File: src/rtl/dsdp_pkg.sv
package dsdp_pkg;

    // Default number of channel slots in the first-half byte store.
    localparam int DEF_MAX_CHANNELS = 8;

    // Width of one DSD byte.
    localparam int BYTE_W = 8;

    // Width of the channel count register.
    localparam int CFG_W = 4;

    // Width of one DoP word.
    localparam int WORD_W = 32;

    // Width of the channel index that travels with each word.
    localparam int CHIDX_W = 3;

    // DoP markers for even and odd frames.
    localparam logic [BYTE_W-1:0] MARKER_EVEN = 8'h05;
    localparam logic [BYTE_W-1:0] MARKER_ODD  = 8'hFA;

endpackage

File: src/rtl/dsdp_store.sv
module dsdp_store #(
    parameter int MAX_CHANNELS = dsdp_pkg::DEF_MAX_CHANNELS,
    parameter int CH_W         = (MAX_CHANNELS > 1) ? $clog2(MAX_CHANNELS) : 1
) (
    input  logic                        i_clk,
    input  logic                        i_wr_en,
    input  logic [CH_W-1:0]             i_wr_addr,
    input  logic [dsdp_pkg::BYTE_W-1:0] i_wr_data,
    input  logic [CH_W-1:0]             i_rd_addr,
    output logic [dsdp_pkg::BYTE_W-1:0] o_rd_data
);

    // One first-half byte per channel; contents are undefined until written.
    logic [dsdp_pkg::BYTE_W-1:0] r_bytes [MAX_CHANNELS];
    logic [dsdp_pkg::BYTE_W-1:0] r_rd_data;

    // Write the first-half byte of the addressed channel.
    always_ff @(posedge i_clk) begin
        if (i_wr_en) begin
            r_bytes[i_wr_addr] <= i_wr_data;
        end
    end

    // The read address is the channel of the next cycle, so the registered
    // byte is ready when that channel's second half arrives. A write to the
    // same address in this cycle is passed straight through.
    always_ff @(posedge i_clk) begin
        if (i_wr_en && (i_wr_addr == i_rd_addr)) begin
            r_rd_data <= i_wr_data;
        end else begin
            r_rd_data <= r_bytes[i_rd_addr];
        end
    end

    assign o_rd_data = r_rd_data;

endmodule

File: src/rtl/dsd_over_pcm_packer.sv
// DSD over PCM packer.
// The slave stream carries one interleaved DSD byte per beat in s_axis_tdata.
// A frame is two bytes per channel: the first channel-count bytes are kept,
// and each byte of the second half yields one DoP word on the master stream.
// The word holds the marker (0x05 on even frames, 0xFA on odd frames) in bits
// 31..24, the kept byte of that channel in 23..16, the new byte in 15..8 and
// zeros below. tuser gives the channel index and tlast marks the word of the
// last channel in a frame; the marker toggles after that word.
// The word of an accepted second-half byte is on the master side in the next
// cycle. One byte is accepted in every cycle unless a pending word is stalled;
// the single output register lets a new byte in whenever it is empty or being taken.
// When the receiver stalls with a word pending, s_axis_tready drops until the
// word is taken.
// The configuration port writes the channel count (1 to 8; zero acts as one,
// larger values saturate to MAX_CHANNELS). A write restarts the frame and
// makes the next frame even. Reset sets the count to two, the frame position
// to zero and the parity to even, and empties the output register.
module dsd_over_pcm_packer #(
    parameter int MAX_CHANNELS = dsdp_pkg::DEF_MAX_CHANNELS
) (
    input  logic                         i_clk,
    input  logic                         i_rst_n,
    // Configuration: channel count.
    input  logic                         i_cfg_wr_en,
    input  logic [dsdp_pkg::CFG_W-1:0]   i_cfg_wr_data,
    // Slave stream.
    input  logic                         i_s_axis_tvalid,
    output logic                         o_s_axis_tready,
    input  logic [dsdp_pkg::BYTE_W-1:0]  i_s_axis_tdata,  // [7:0] dsd_byte
    // Master stream.
    output logic                         o_m_axis_tvalid,
    input  logic                         i_m_axis_tready,
    output logic [dsdp_pkg::WORD_W-1:0]  o_m_axis_tdata,  // [31:0] dop_word
    output logic [dsdp_pkg::CHIDX_W-1:0] o_m_axis_tuser,  // [2:0] channel_index
    output logic                         o_m_axis_tlast   // frame_last
);

    localparam int CH_W     = (MAX_CHANNELS > 1) ? $clog2(MAX_CHANNELS) : 1;
    localparam int EXT_W    = CH_W + dsdp_pkg::CHIDX_W;
    localparam int RST_LAST = ((MAX_CHANNELS < 2) ? MAX_CHANNELS : 2) - 1;

    // Frame state.
    logic [CH_W-1:0] r_last_ch;
    logic [CH_W-1:0] r_chan;
    logic            r_half;
    logic            r_odd;

    // Output register.
    logic                         r_out_valid;
    logic [dsdp_pkg::WORD_W-1:0]  r_out_word;
    logic [CH_W-1:0]              r_out_chan;
    logic                         r_out_last;

    // Next values.
    logic [CH_W-1:0]              n_last_ch;
    logic [CH_W-1:0]              n_chan;
    logic                         n_half;
    logic                         n_odd;
    logic                         n_out_valid;
    logic [dsdp_pkg::WORD_W-1:0]  n_out_word;
    logic [CH_W-1:0]              n_out_chan;
    logic                         n_out_last;

    logic                         accept;
    logic                         at_last_ch;
    logic [5:0]                   cfg_ext;
    logic [5:0]                   cfg_last;
    logic [dsdp_pkg::BYTE_W-1:0]  kept_byte;
    logic [dsdp_pkg::BYTE_W-1:0]  marker;
    logic [EXT_W-1:0]             chan_ext;

    assign o_s_axis_tready = !r_out_valid || i_m_axis_tready;
    assign accept          = i_s_axis_tvalid && o_s_axis_tready;
    assign at_last_ch      = (r_chan == r_last_ch);
    assign marker          = r_odd ? dsdp_pkg::MARKER_ODD : dsdp_pkg::MARKER_EVEN;

    // Highest channel index for a newly written count, with zero and saturation handled.
    always_comb begin
        cfg_ext = {2'b00, i_cfg_wr_data};
        if (cfg_ext == 6'd0) begin
            cfg_last = 6'd0;
        end else if (cfg_ext > 6'(MAX_CHANNELS)) begin
            cfg_last = 6'(MAX_CHANNELS - 1);
        end else begin
            cfg_last = cfg_ext - 6'd1;
        end
    end

    // First-half bytes are stored by channel and read back in the second half.
    dsdp_store #(
        .MAX_CHANNELS (MAX_CHANNELS),
        .CH_W         (CH_W)
    ) u_store (
        .i_clk     (i_clk),
        .i_wr_en   (accept && !r_half && !i_cfg_wr_en),
        .i_wr_addr (r_chan),
        .i_wr_data (i_s_axis_tdata),
        .i_rd_addr (n_chan),
        .o_rd_data (kept_byte)
    );

    // Next frame position, parity and output register contents.
    always_comb begin
        n_last_ch   = r_last_ch;
        n_chan      = r_chan;
        n_half      = r_half;
        n_odd       = r_odd;
        n_out_valid = r_out_valid && !i_m_axis_tready;
        n_out_word  = r_out_word;
        n_out_chan  = r_out_chan;
        n_out_last  = r_out_last;
        if (i_cfg_wr_en) begin
            n_last_ch = cfg_last[CH_W-1:0];
            n_chan    = '0;
            n_half    = 1'b0;
            n_odd     = 1'b0;
        end else if (accept) begin
            if (at_last_ch) begin
                n_chan = '0;
                n_half = !r_half;
                if (r_half) begin
                    n_odd = !r_odd;
                end
            end else begin
                n_chan = r_chan + CH_W'(1);
            end
            if (r_half) begin
                n_out_valid = 1'b1;
                n_out_word  = {marker, kept_byte, i_s_axis_tdata,
                               dsdp_pkg::BYTE_W'(0)};
                n_out_chan  = r_chan;
                n_out_last  = at_last_ch;
            end
        end
    end

    // Frame position, parity and the output register.
    always_ff @(posedge i_clk) begin
        if (!i_rst_n) begin
            r_last_ch   <= CH_W'(RST_LAST);
            r_chan      <= '0;
            r_half      <= 1'b0;
            r_odd       <= 1'b0;
            r_out_valid <= 1'b0;
            r_out_word  <= '0;
            r_out_chan  <= '0;
            r_out_last  <= 1'b0;
        end else begin
            r_last_ch   <= n_last_ch;
            r_chan      <= n_chan;
            r_half      <= n_half;
            r_odd       <= n_odd;
            r_out_valid <= n_out_valid;
            r_out_word  <= n_out_word;
            r_out_chan  <= n_out_chan;
            r_out_last  <= n_out_last;
        end
    end

    assign chan_ext        = {{dsdp_pkg::CHIDX_W{1'b0}}, r_out_chan};
    assign o_m_axis_tvalid = r_out_valid;
    assign o_m_axis_tdata  = r_out_word;
    assign o_m_axis_tuser  = chan_ext[dsdp_pkg::CHIDX_W-1:0];
    assign o_m_axis_tlast  = r_out_last;

`ifndef NO_ASSERTIONS
    // A count write restarts the frame on the first half of an even frame.
    a_cfg_restart: assert property (@(posedge i_clk) disable iff (!i_rst_n)
        i_cfg_wr_en |=> (r_chan == '0) && !r_half && !r_odd)
        else $error("frame not restarted after count write");

    // The channel counter never passes the last channel.
    a_chan_range: assert property (@(posedge i_clk) disable iff (!i_rst_n)
        r_chan <= r_last_ch)
        else $error("channel counter beyond channel count");

    // The word flagged as frame end belongs to the last channel.
    a_last_chan: assert property (@(posedge i_clk) disable iff (!i_rst_n)
        (r_out_valid && r_out_last && !$past(i_cfg_wr_en)) |-> (r_out_chan == r_last_ch))
        else $error("frame end on wrong channel");

    // Completing a frame flips the parity and returns to the first half.
    a_parity_flip: assert property (@(posedge i_clk) disable iff (!i_rst_n)
        (accept && r_half && at_last_ch && !i_cfg_wr_en) |=>
            (!r_half && (r_odd != $past(r_odd))))
        else $error("parity not toggled at frame end");
`endif

endmodule
File: config.mk
export PLATFORM = sky130hd
export DESIGN_NAME = dsd_over_pcm_packer
export DESIGN_NICKNAME = d
export VERILOG_FILES = /design/src/rtl/dsdp_pkg.sv /design/src/rtl/dsdp_store.sv /design/src/rtl/dsd_over_pcm_packer.sv
export SDC_FILE = /design/constraint.sdc
export NUM_CORES = 1
export LEC_CHECK = 0
export ABC_CLOCK_PERIOD_IN_PS = 1930
export BUFFER_PORTS_ARGS = -buffer_cell sky130_fd_sc_hd__buf_2
export CAP_MARGIN = 20
export CORE_MARGIN = 8
export CORE_UTILIZATION = 40
export CTS_CLUSTER_SIZE = 16
export DETAILED_ROUTE_END_ITERATION = 10
export PLACE_DENSITY = 0.64
export SYNTH_ARGS = -nofsm -noshare
export SYNTH_HDL_FRONTEND = slang
export SYNTH_SLANG_ARGS = --single-unit
File: constraint.sdc
create_clock -name i_clk -period 1.93 [get_ports i_clk]
set_clock_uncertainty 0.1 [all_clocks]
set_input_delay 0.0965 -clock i_clk [delete_from_list [all_inputs] [get_ports i_clk]]
set_output_delay 0.0965 -clock i_clk [all_outputs]
set_load 0.02 [all_outputs]
# After elaboration in Yosys (flattened, before gate mapping)

Memory sizes are Yosys's and may differ from the RTL's. A register that Yosys moved wholly into a read port is not among the register bits.
Index checks and enable logic that the tools add are counted.

Add/subtract/negate cells: 2
$lt $le $gt $ge: 1
Equality and inequality tests: 1
Muxes and demuxes: 11
Bitwise operators: 2
Reductions and logical operators: 15

Operators by type and width:

| operator                                              | count |
|---|---|
| two-way mux 3 bit                                     | 5 |
| two-way mux 8 bit                                     | 1 |
| AND reduction 3 bit                                   | 2 |
| logical NOT 1 bit                                     | 5 |
| two-way mux 1 bit                                     | 5 |
| greater-than comparator 4 bit (second input constant) | 1 |
| logical AND 1 bit                                     | 4 |
| logical NOT 4 bit                                     | 1 |
| adder 3 x 1 -> 3 bit (second input constant)          | 1 |
| == test 3 bit                                         | 1 |
| subtractor 3 x 1 -> 3 bit (second input constant)     | 1 |
| inverter 1 bit                                        | 2 |
| AND reduction 2 bit                                   | 1 |
| OR reduction 2 bit                                    | 1 |
| logical OR 1 bit                                      | 1 |

Register bits after elaboration: 37
Memory bits (writable): 64
Bits of input ports: 17
Output and inout bits: 38
Memories: 1

Memories:

| name            | depth | bits a word | rd ports | clocked after Yosys merged registers in | wr ports | RTL line         | RTL |
|---|---|---|---|---|---|---|---|
| u_store.r_bytes | 8     | 8           | 1        | 1                                       | 1        | dsdp_store.sv:14 | `logic [dsdp_pkg::BYTE_W-1:0] r_bytes [MAX_CHANNELS];` |

# Longest topological paths before layout

Gate-level depths: netlist of run 1.

Depth in word-level cells: 7
Mapped depth: 6
Depth with buffers taken out: 6

# Modules after synthesis

From an unflattened synthesis of run 1, not the netlist that was laid out.

Cells, all modules: 278
Area, all modules: 4028.9 um^2

Modules (own cells, without submodules):

| module              | times used | cells each | area each (um^2) |
|---|---|---|---|
| dsdp_store          | 1          | 109        | 2591.2 |
| dsd_over_pcm_packer | 1          | 169        | 1437.6 |

# Least setup slack after synthesis of run 1

OpenSTA, ideal clock, no wires.

Path type: flip-flop to flip-flop
Start point: register r_out_valid (netlist: o_m_axis_tvalid)
End point: memory u_store.r_bytes[6][0] in the netlist's numbering, enable pin
Setup time: 0.370 ns
Data arrival time: 1.653 ns
Required time: 1.460 ns
Path slack: -0.193 ns
Cell stages (with the launch flop): 6
Buffers on the path: 1
Cell sequence: dfxtp_1 nand2b_1 buf_4 nand2_1 or4_1 nor2_1

Longest elaborated chain between the ends: 7

RTL lines:

| element                                 | RTL line                   | RTL |
|---|---|---|
| start: declaration                      | dsd_over_pcm_packer.sv:49  | `logic r_out_valid;` |
| start signal: assignment                | dsd_over_pcm_packer.sv:153 | `r_out_valid <= n_out_valid;` |
| logical NOT 1 bit                       | dsd_over_pcm_packer.sv:72  | `assign o_s_axis_tready = !r_out_valid \|\| i_m_axis_tready;` |
| logical OR 1 bit                        | dsd_over_pcm_packer.sv:72  |  |
| named net o_s_axis_tready               | dsd_over_pcm_packer.sv:28  | `output logic o_s_axis_tready,` |
| logical AND 1 bit                       | dsd_over_pcm_packer.sv:73  | `assign accept = i_s_axis_tvalid && o_s_axis_tready;` |
| logical AND 1 bit (2 in a row)          | dsd_over_pcm_packer.sv:95  | `.i_wr_en (accept && !r_half && !i_cfg_wr_en),` |
| two-way mux 1 bit                       | dsdp_store.sv:19           | `if (i_wr_en) begin` |
| two-way mux 1 bit (not written as such) | dsdp_store.sv:20           | `r_bytes[i_wr_addr] <= i_wr_data;` |
| end: declaration                        | dsdp_store.sv:14           |  |

The timed path passes the listed nets, and every way through them passes these cells.

# Worst setup path after layout of run 1

Start point: register r_out_valid (netlist: o_m_axis_tvalid)
End point: memory u_store.r_bytes[0][2] in the netlist's numbering, enable pin

Longest elaborated chain between the ends: 7

RTL lines:

| element                                 | RTL line |
|---|---|
| logical NOT 1 bit                       | dsd_over_pcm_packer.sv:72 |
| logical OR 1 bit                        | dsd_over_pcm_packer.sv:72 |
| logical AND 1 bit                       | dsd_over_pcm_packer.sv:73 |
| logical AND 1 bit (2 in a row)          | dsd_over_pcm_packer.sv:95 |
| two-way mux 1 bit                       | dsdp_store.sv:19 |
| two-way mux 1 bit (not written as such) | dsdp_store.sv:20 |

No other way between the ends.

==> results of run 1 <==
[per-stage QoR]
step	power (mW)	instances	setup WS, ns
after global routing	3.827	481	0.002229
after CTS	3.717	481	0.05976
final	3.676	481	0.06154
after floorplan	2.442	278	0.01678
after detailed placement	2.501	452	0.08809
after global placement	2.495	452	0.1198
[area by class of cell]
| type | instances | area share (%) |
|---|---|---|
| Clock inverter | 7 | 1.114 |
| Tap cell | 133 | 3.528 |
| Inverter | 5 | 0.3979 |
| Timing Repair Buffer | 82 | 11.56 |
| Clock buffer | 9 | 2.626 |
| Multi-Input combinational cell | 147 | 25.57 |
| Sequential cell | 98 | 55.20 |
[critical path, stage by stage (launching register included)]
cell	delay, ns
dfxtp_2	0.33
nand2b_1	0.12
nand2_2	0.07
or4_4	0.47
nor3_4	0.43
[cells in the mapped netlist, types with 5 or more instances]
cell	instances
inv_1	5
mux4_2	8
nand2b_1	5
a21boi_0	13
dfxtp_1	34
edfxtp_1	64
buf_4	15
nand2_1	26
mux4_1	8
nor2_1	17
nor3_1	6
buf_2	5
o21ai_0	11
o22ai_1	8
[registers in the layout, indices dropped and copies added, names as in the netlist, named ones only]
name             count
o_m_axis_tdata      18
o_m_axis_tlast       1
o_m_axis_tuser       3
o_m_axis_tvalid      1
r_chan               3
r_half               1
r_last_ch            3
r_odd                1
u_store.r_bytes     64
[what timing repair did]
item	CTS	global route
setup buffers	0	0
resized for setup	0	0
hold buffers	13	0
endpoints found under the hold margin	81	0
[final timing paths]
path,from,endpoint
min,i_cfg_wr_data[3],r_last_ch[1]
min reg2reg,o_m_axis_tdata[9],o_m_axis_tdata[9]
max reg2reg,o_m_axis_tvalid,u_store.r_bytes[0][2]
max,o_m_axis_tvalid,u_store.r_bytes[0][2]
[routing by layer]
metal | part of all wire (%) | routed length (microns) | up-vias | track usage [%]
li1 | - | - | 1135 | -
met1 | 43 | 3575 | 1167 | 16.02
met2 | 50 | 4129 | 72 | 21.12
met3 | 5.4 | 453 | 14 | 2.606
met4 | 2.2 | 182 | 0 | 6.742
met5 | 0 | 0 | - | 0
[cells by family after synthesis]
kind of cell               Yosys count  share of synthesized area, %
muxes                               17                         10.06
buffers and inverters               33                         5.440
adders and majority gates            4                         1.132
DFF                                 98                         65.41
and+or+nand+nor                     71                         8.994
xor gates and xnor gates             5                         2.044
AOI/OAI and AO/OA                   42                         6.824
other                                1                       0.09425
[power groups by stage]
stage | sequential (mW) | clock [mW] | combinational, mW
2_1_floorplan | 2.31 | 0 | 0.130
3_3_place_gp | 2.31 | 0 | 0.183
3_5_place_dp | 2.31 | 0 | 0.189
4_1_cts | 2.26 | 1.24 | 0.210
5_1_grt | 2.27 | 1.33 | 0.228
6_report | 2.26 | 1.20 | 0.209
==> run metrics, run 1 <==
status finished clean; top cell type by total area after synthesis edfxtp_1; Clock Power Share 32.7%; number of flops mapped to enable cells by yosys 64; Slew Limit Headroom 64.76%; switching part of the total 23.14%; Max Cap Violations 0; Seq/Total Area, Yosys 65.41%; most frequent cells in the layout 64 x edfxtp_1, 46 x buf_2, 33 x dfxtp_1; Pint 2.825 mW; Cell variety after synth 41; largest net degree at the start of global routing 19; fin. max-slew vios 0; top cell type's share of synthesized area 48.30%; All-Layer GR Usage 12.96%; first-pass GRT wire length 12700 microns; cts bufs inserted 9; RSZ-0062 raised after global routing false; Final nets 362; Vias per Instance 4.965; Static Leak 1.741 nW; Core Region 0.009729 sq mm; sequential share of power 61.6%; I/O Buffers 46; Slew @ Worst Pin 0.5279 ns; Root Buffer clkbuf_8; most used flip-flop cell after synthesis edfxtp_1; worst-path fanout max 8; Net Switching 0.8506 mW; period utilization 96.81%; Max Clk Rate 535.2 MHz; die width 115.7 microns; Finished Core Util 48.48%; Worst VDD drop 0.3159 mV; drt drc 0; DIE HEIGHT 115.7 microns; Finished Cell Area 0.004717 sq mm; DR WL/cell 17.34 microns; worst skew pair latency 0.36 ns; Worst Setup Path Type reg2reg; Routed WL 8339 microns; Clock Pin Slew Worst Setup and Hold Paths 0.09 ns; CTS H-Tree Depth 3; Setup Viol. Count Final 0; register area 0.002604 sq mm; #FFs+latches synth 98; CTS tree done; Cell Pwr Density 779.2 mW/mm^2; Boundary Pins 55; worst hold path type in2reg; initial core utilization 40.90%; total grt overflow 0; Synth async-reset ratio 0%; number of global-route vias before repair 2384; placement-stage cell area 0.004410 sq mm; hold slack 0.07327 ns; CP Launch Type register; Cell Rows 36; layout cells sized above 1 29.89%; Vias 2388; Multi-input gate area 0.001206 sq mm; Worst EP arrival 1.78 ns; Area Growth Syn to Fin 18.55%; die area 0.01339 sq mm; RD Place Congestion 0.7719; CTS sink count 98; synth warn 0; hold path cells 4; initial antenna violation count 0; Cells after Synth 271; dominant cells by area after synthesis edfxtp_1 48%, dfxtp_1 17%, mux4_1 5.3%; Comb pwr share 5.7%; setup TNS 0 ns; Syn Area/Cell 14.68 sq um; CTS Buffer Depth 2; post-route minimum period 1.868 ns; commonest non-fill, non-tap cell in the layout edfxtp_1; antenna viol nets, final 0; worst-case reg-to-reg path depth 4; final hold vios 0; crit path capture type register; Post-Syn Area 0.003979 sq mm; # diodes 0; initial drt markers 171; drt pass-1 iters 4; FILL cells 885; Required @ worst endpoint 1.84 ns; DPL Wire Length 5715 microns; R2R Setup Slk 0.06 ns
No activity file was read; power rests on OpenSTA's default activity.
==> inputs of run 2 (changes only) <==
--- a/config.mk
+++ b/config.mk
@@ -9,10 +9,10 @@
 export BUFFER_PORTS_ARGS = -buffer_cell sky130_fd_sc_hd__buf_2
 export CAP_MARGIN = 20
 export CORE_MARGIN = 8
-export CORE_UTILIZATION = 40
+export CORE_UTILIZATION = 28
 export CTS_CLUSTER_SIZE = 16
 export DETAILED_ROUTE_END_ITERATION = 10
-export PLACE_DENSITY = 0.64
+export PLACE_DENSITY = 0.49
 export SYNTH_ARGS = -nofsm -noshare
 export SYNTH_HDL_FRONTEND = slang
 export SYNTH_SLANG_ARGS = --single-unit
==> run metrics, run 2 (synthesized netlist as in run 1, its figures left out) <==
hold path cells 3; die width 135.2 microns; CTS Buffer Depth 2; PostCTS Resize Cnt 0; Worst VDD drop 0.3843 mV; Root Buffer clkbuf_16; Reg-to-Reg End u_store.r_bytes[0][2]; CTS sink count 98; Vias 2371; worst r2r src o_m_axis_tvalid; cts bufs inserted 9; DIE HEIGHT 135.2 microns; Core Region 0.01388 sq mm; Worst EP arrival 1.71 ns; initial drt markers 130; Clock Pin Slew Worst Setup and Hold Paths 0.06 ns; Cell Rows 43; layout cells sized above 1 29.60%; final hold vios 0; Max Clk Rate 548.8 MHz; All-Layer GR Usage 10.08%; drt pass-1 iters 4; post-route minimum period 1.822 ns; Area Growth Syn to Fin 22.83%; Final nets 362; Reg with most FFs u_store.r_bytes; commonest non-fill, non-tap cell in the layout edfxtp_1; DPL Wire Length 6234 microns; Cell Pwr Density 855.5 mW/mm^2; Post-CTS Setup Inserts 0; I/O Buffers 46; RSZ-0062 raised after global routing false; hold endpoint o_m_axis_tlast; worst-case reg-to-reg path depth 4; drt drc 0; Worst Setup Path Type reg2reg; status finished clean; largest net degree at the start of global routing 17; fin. max-slew vios 0; first-pass GRT wire length 13720 microns; worst hold path type in2reg; Static Leak 1.796 nW; initial core utilization 28.66%; most frequent cells in the layout 64 x edfxtp_1, 46 x buf_2, 33 x dfxtp_1; Hold Crit Start i_s_axis_tvalid; Setup Viol. Count Final 0; RD Place Congestion 0.7485; number of global-route vias before repair 2453; # diodes 0; Max Cap Violations 0; DP Cell Count 501; setup TNS 0 ns; max reg flops 64; Vias per Instance 4.491; CTS H-Tree Depth 3; period utilization 94.41%; antenna viol nets, final 0; total grt overflow 0; crit path capture type register; R2R Setup Slk 0.11 ns; DR WL/cell 16.55 microns; worst skew pair latency 0.34 ns; CTS tree done; Boundary Pins 55; CP Launch Type register; Routed WL 8736 microns; Required @ worst endpoint 1.82 ns; Final Instance Count excl. Fillers 528; initial antenna violation count 0; die area 0.01828 sq mm; worst-path fanout max 8
==> run 2: changes by cell type in the layout (fill, tap and decap cells not counted), sizes merged <==
cell / before / now
buf: 69 / 71
bufinv: 0 / 1
clkbuf: 9 / 12
clkinvlp: 2 / 0
dlygate4sd3: 13 / 11
inv: 7 / 5
==> run 2: timing repair <==
item                                   CTS  global route
hold buffers                            11             0
endpoints found under the hold margin   72             0
setup endpoints to repair                0             8
==> run 2: worst max-delay path by stage <==
stage	startpoint	to	slack, ns	cells after the start
2_1_floorplan	o_m_axis_tvalid	u_store.r_bytes[0][0]	0.02	5
3_3_place_gp	o_m_axis_tvalid	u_store.r_bytes[0][3]	0.10	4
3_5_place_dp	o_m_axis_tvalid	u_store.r_bytes[0][2]	0.06	4
4_1_cts	o_m_axis_tvalid	u_store.r_bytes[0][0]	0.05	4
5_1_grt	o_m_axis_tvalid	u_store.r_bytes[0][4]	0.03	4
6_report	o_m_axis_tvalid	u_store.r_bytes[0][2]	0.11	4
==> run 2: per-layer routing <==
layer	vias to the layer above	GRT usage, %	share of wire [%]
met5	-	0	0
met4	0	3.455	1.5
met3	9	3.820	5.2
met2	46	17.03	51
met1	1181	11.47	42
li1	1135	-	-
==> run 2: where the power goes <==
part	total [mW]	internal (mW)	switching, mW
registers	2.27	2.25	0.0128
logic	0.206	0.0936	0.113
clock network	1.71	0.997	0.711
total	4.18	3.34	0.837
==> run 2: per-stage QoR <==
| stage | power (mW) | cell area, sq um | setup WS, ns | hold slack [ns] | utilization, % |
|---|---|---|---|---|---|
| final | 4.181 | 4887 | 0.1079 | 0.01647 | 35.21 |
| after detailed placement | 2.504 | 4497 | 0.06140 | 0.2935 | 32.40 |
| after global placement | 2.501 | 4497 | 0.1034 | 0.2851 | 32.40 |
| after CTS | 4.244 | 4887 | 0.04939 | 0.005381 | 35.21 |
| after global routing | 4.334 | 4887 | 0.03121 | 0.03191 | 35.21 |
| after floorplan | 2.442 | 4030 | 0.01678 | 0.06957 | - |
==> run 2: layout make-up <==
| cell class | count | area (sq um) |
|---|---|---|
| fillers | 1366 | 8994 |
| flip-flops and latches | 98 | 2604 |
| multi-input cells | 147 | 1206 |
| repair buffers | 82 | 553.0 |
| clock buffers | 12 | 236.5 |
| well taps | 180 | 225.2 |
| clock inverters | 4 | 43.79 |
| inverters | 5 | 18.77 |
==> run 2: worst max-delay path, stage by stage, from the launching register on <==
cell and delay, ns:
dfxtp_2 0.31, nand2b_1 0.10, nand2_2 0.07, or4_4 0.48
nor3_4 0.40
==> inputs of run 3 (changes only) <==
--- a/config.mk
+++ b/config.mk
@@ -8,6 +8,7 @@
 export ABC_CLOCK_PERIOD_IN_PS = 1930
 export BUFFER_PORTS_ARGS = -buffer_cell sky130_fd_sc_hd__buf_2
 export CAP_MARGIN = 20
+export CORE_ASPECT_RATIO = 0.6
 export CORE_MARGIN = 8
 export CORE_UTILIZATION = 28
 export CTS_CLUSTER_SIZE = 16
==> run metrics, run 3 (synthesized netlist as in run 1, its figures left out) <==
Boundary Pins 55; Max Cap Violations 0; Crit. Startpoint o_m_axis_tvalid; Finished Core Util 35.25%; Root Buffer clkbuf_16; DPL Wire Length 6384 microns; Required @ worst endpoint 1.82 ns; DR WL/cell 17.01 microns; most frequent cells in the layout 64 x edfxtp_1, 46 x buf_2, 33 x dfxtp_1; Setup WS post-layout 0.1744 ns; period utilization 90.96%; Worst Setup Path Type reg2reg; Setup Viol. Count Final 0; failing checks negative hold slack; Worst VDD drop 0.5082 mV; die area 0.01841 sq mm; initial core utilization 28.94%; cts bufs inserted 9; die width 169.9 microns; number of global-route vias before repair 2382; initial antenna violation count 0; Cell Pwr Density 864.9 mW/mm^2; post-route minimum period 1.756 ns; final hold vios 9; CTS H-Tree Depth 3; total grt overflow 0; CP Launch Type register; Final nets 355; Slew @ Worst Pin 0.5271 ns; RSZ-0062 raised after global routing false; first-pass GRT wire length 14200 microns; drt drc 0; R2R Setup Slk 0.17 ns; drt pass-1 iters 6; Hold Crit Start i_s_axis_tdata[0]; GRT met3 Usage 3.601%; Routed WL 9068 microns; Vias 2357; Vias per Instance 4.422; initial drt markers 154; crit path buf inv count 0; largest net degree at the start of global routing 21; DIE HEIGHT 108.3 microns; All-Layer GR Usage 10.36%; Post-Place Setup Slack 0.1185 ns; CTS tree done; Post-CTS Setup Inserts 0; crit path capture type register; met2 GRT Util 14.69%; PostCTS Resize Cnt 0; Core Region 0.01375 sq mm; Reg with most FFs u_store.r_bytes; Clock Pin Slew Worst Setup and Hold Paths 0.06 ns; fin. max-slew vios 0; Slew Limit Headroom 64.81%; worst skew pair latency 0.34 ns; worst-path fanout max 8; Static Leak 1.761 nW; Top delay family on crit path simple AND/OR/NAND/NOR gates; hold path cells 1; Worst EP arrival 1.65 ns; # diodes 0; CTS Buffer Depth 2; Area Growth Syn to Fin 21.82%; worst r2r src o_m_axis_tvalid; hold endpoint u_store.r_bytes[3][0]; layout cells sized above 1 29.33%; status finished with violations; hold slack -0.01195 ns; Reg-to-Reg End u_store.r_bytes[0][1]; max reg flops 64; Cell Rows 33; commonest non-fill, non-tap cell in the layout edfxtp_1; Largest stage delay, worst path 0.47 ns; Critical-path top delay cell or4_4; gr busiest metal met1; setup TNS 0 ns; worst-case reg-to-reg path depth 4; RD Place Congestion 0.7013; CTS sink count 98; I/O Buffers 46; Max Clk Rate 569.6 MHz; worst hold path type in2reg; met1 GRT Util 14.83%; Tot Pwr 4.192 mW; Levels on crit path 4; antenna viol nets, final 0; cells along the critical path nand2b_1, nand2_2, or4_4, nor3_4
==> run 3: metrics by stage <==
stage	area, sq um	hold WS (ns)	std cells
3_3_place_gp	4454	0.2893	507
2_1_floorplan	4030	0.06957	278
3_5_place_dp	4454	0.2997	507
6_report	4847	-0.01195	533
4_1_cts	4847	0.0004634	533
5_1_grt	4847	0.002373	533
==> run 3: repair_timing <==
item	CTS	global route
hold buffers	10	0
setup endpoints to repair	0	3
hold endpoints to repair	64	0
==> run 3: routing by layer <==
metal | share of wire, % | wire [microns]
met1 | 51 | 4592
met2 | 42 | 3807
met3 | 6.9 | 630
met4 | 0.42 | 38
met5 | 0 | 0
==> run 3: how the worst max path moves through the flow <==
stage | endpoint | slack (ns)
final | u_store.r_bytes[0][1] | 0.17
after CTS | u_store.r_bytes[0][1] | 0.10
after global routing | u_store.r_bytes[0][5] | 0.05
after detailed placement | u_store.r_bytes[0][1] | 0.12
after global placement | u_store.r_bytes[0][6] | 0.16
after floorplan | u_store.r_bytes[0][0] | 0.02
==> run 3: layout make-up <==
class / count / area (sq um)
flip-flops and latches: 98 / 2604
clock buffers: 12 / 267.8
clock inverters: 4 / 25.02
multi-input cells: 147 / 1206
well taps: 192 / 240.2
repair buffers: 75 / 485.5
fillers: 1369 / 8902
inverters: 5 / 18.77
==> run 3: power breakdown <==
group          switching (mW)  internal (mW)
Combinational           0.116         0.0915
Sequential             0.0140           2.25
Clock                   0.734          0.983
Total                   0.864           3.33
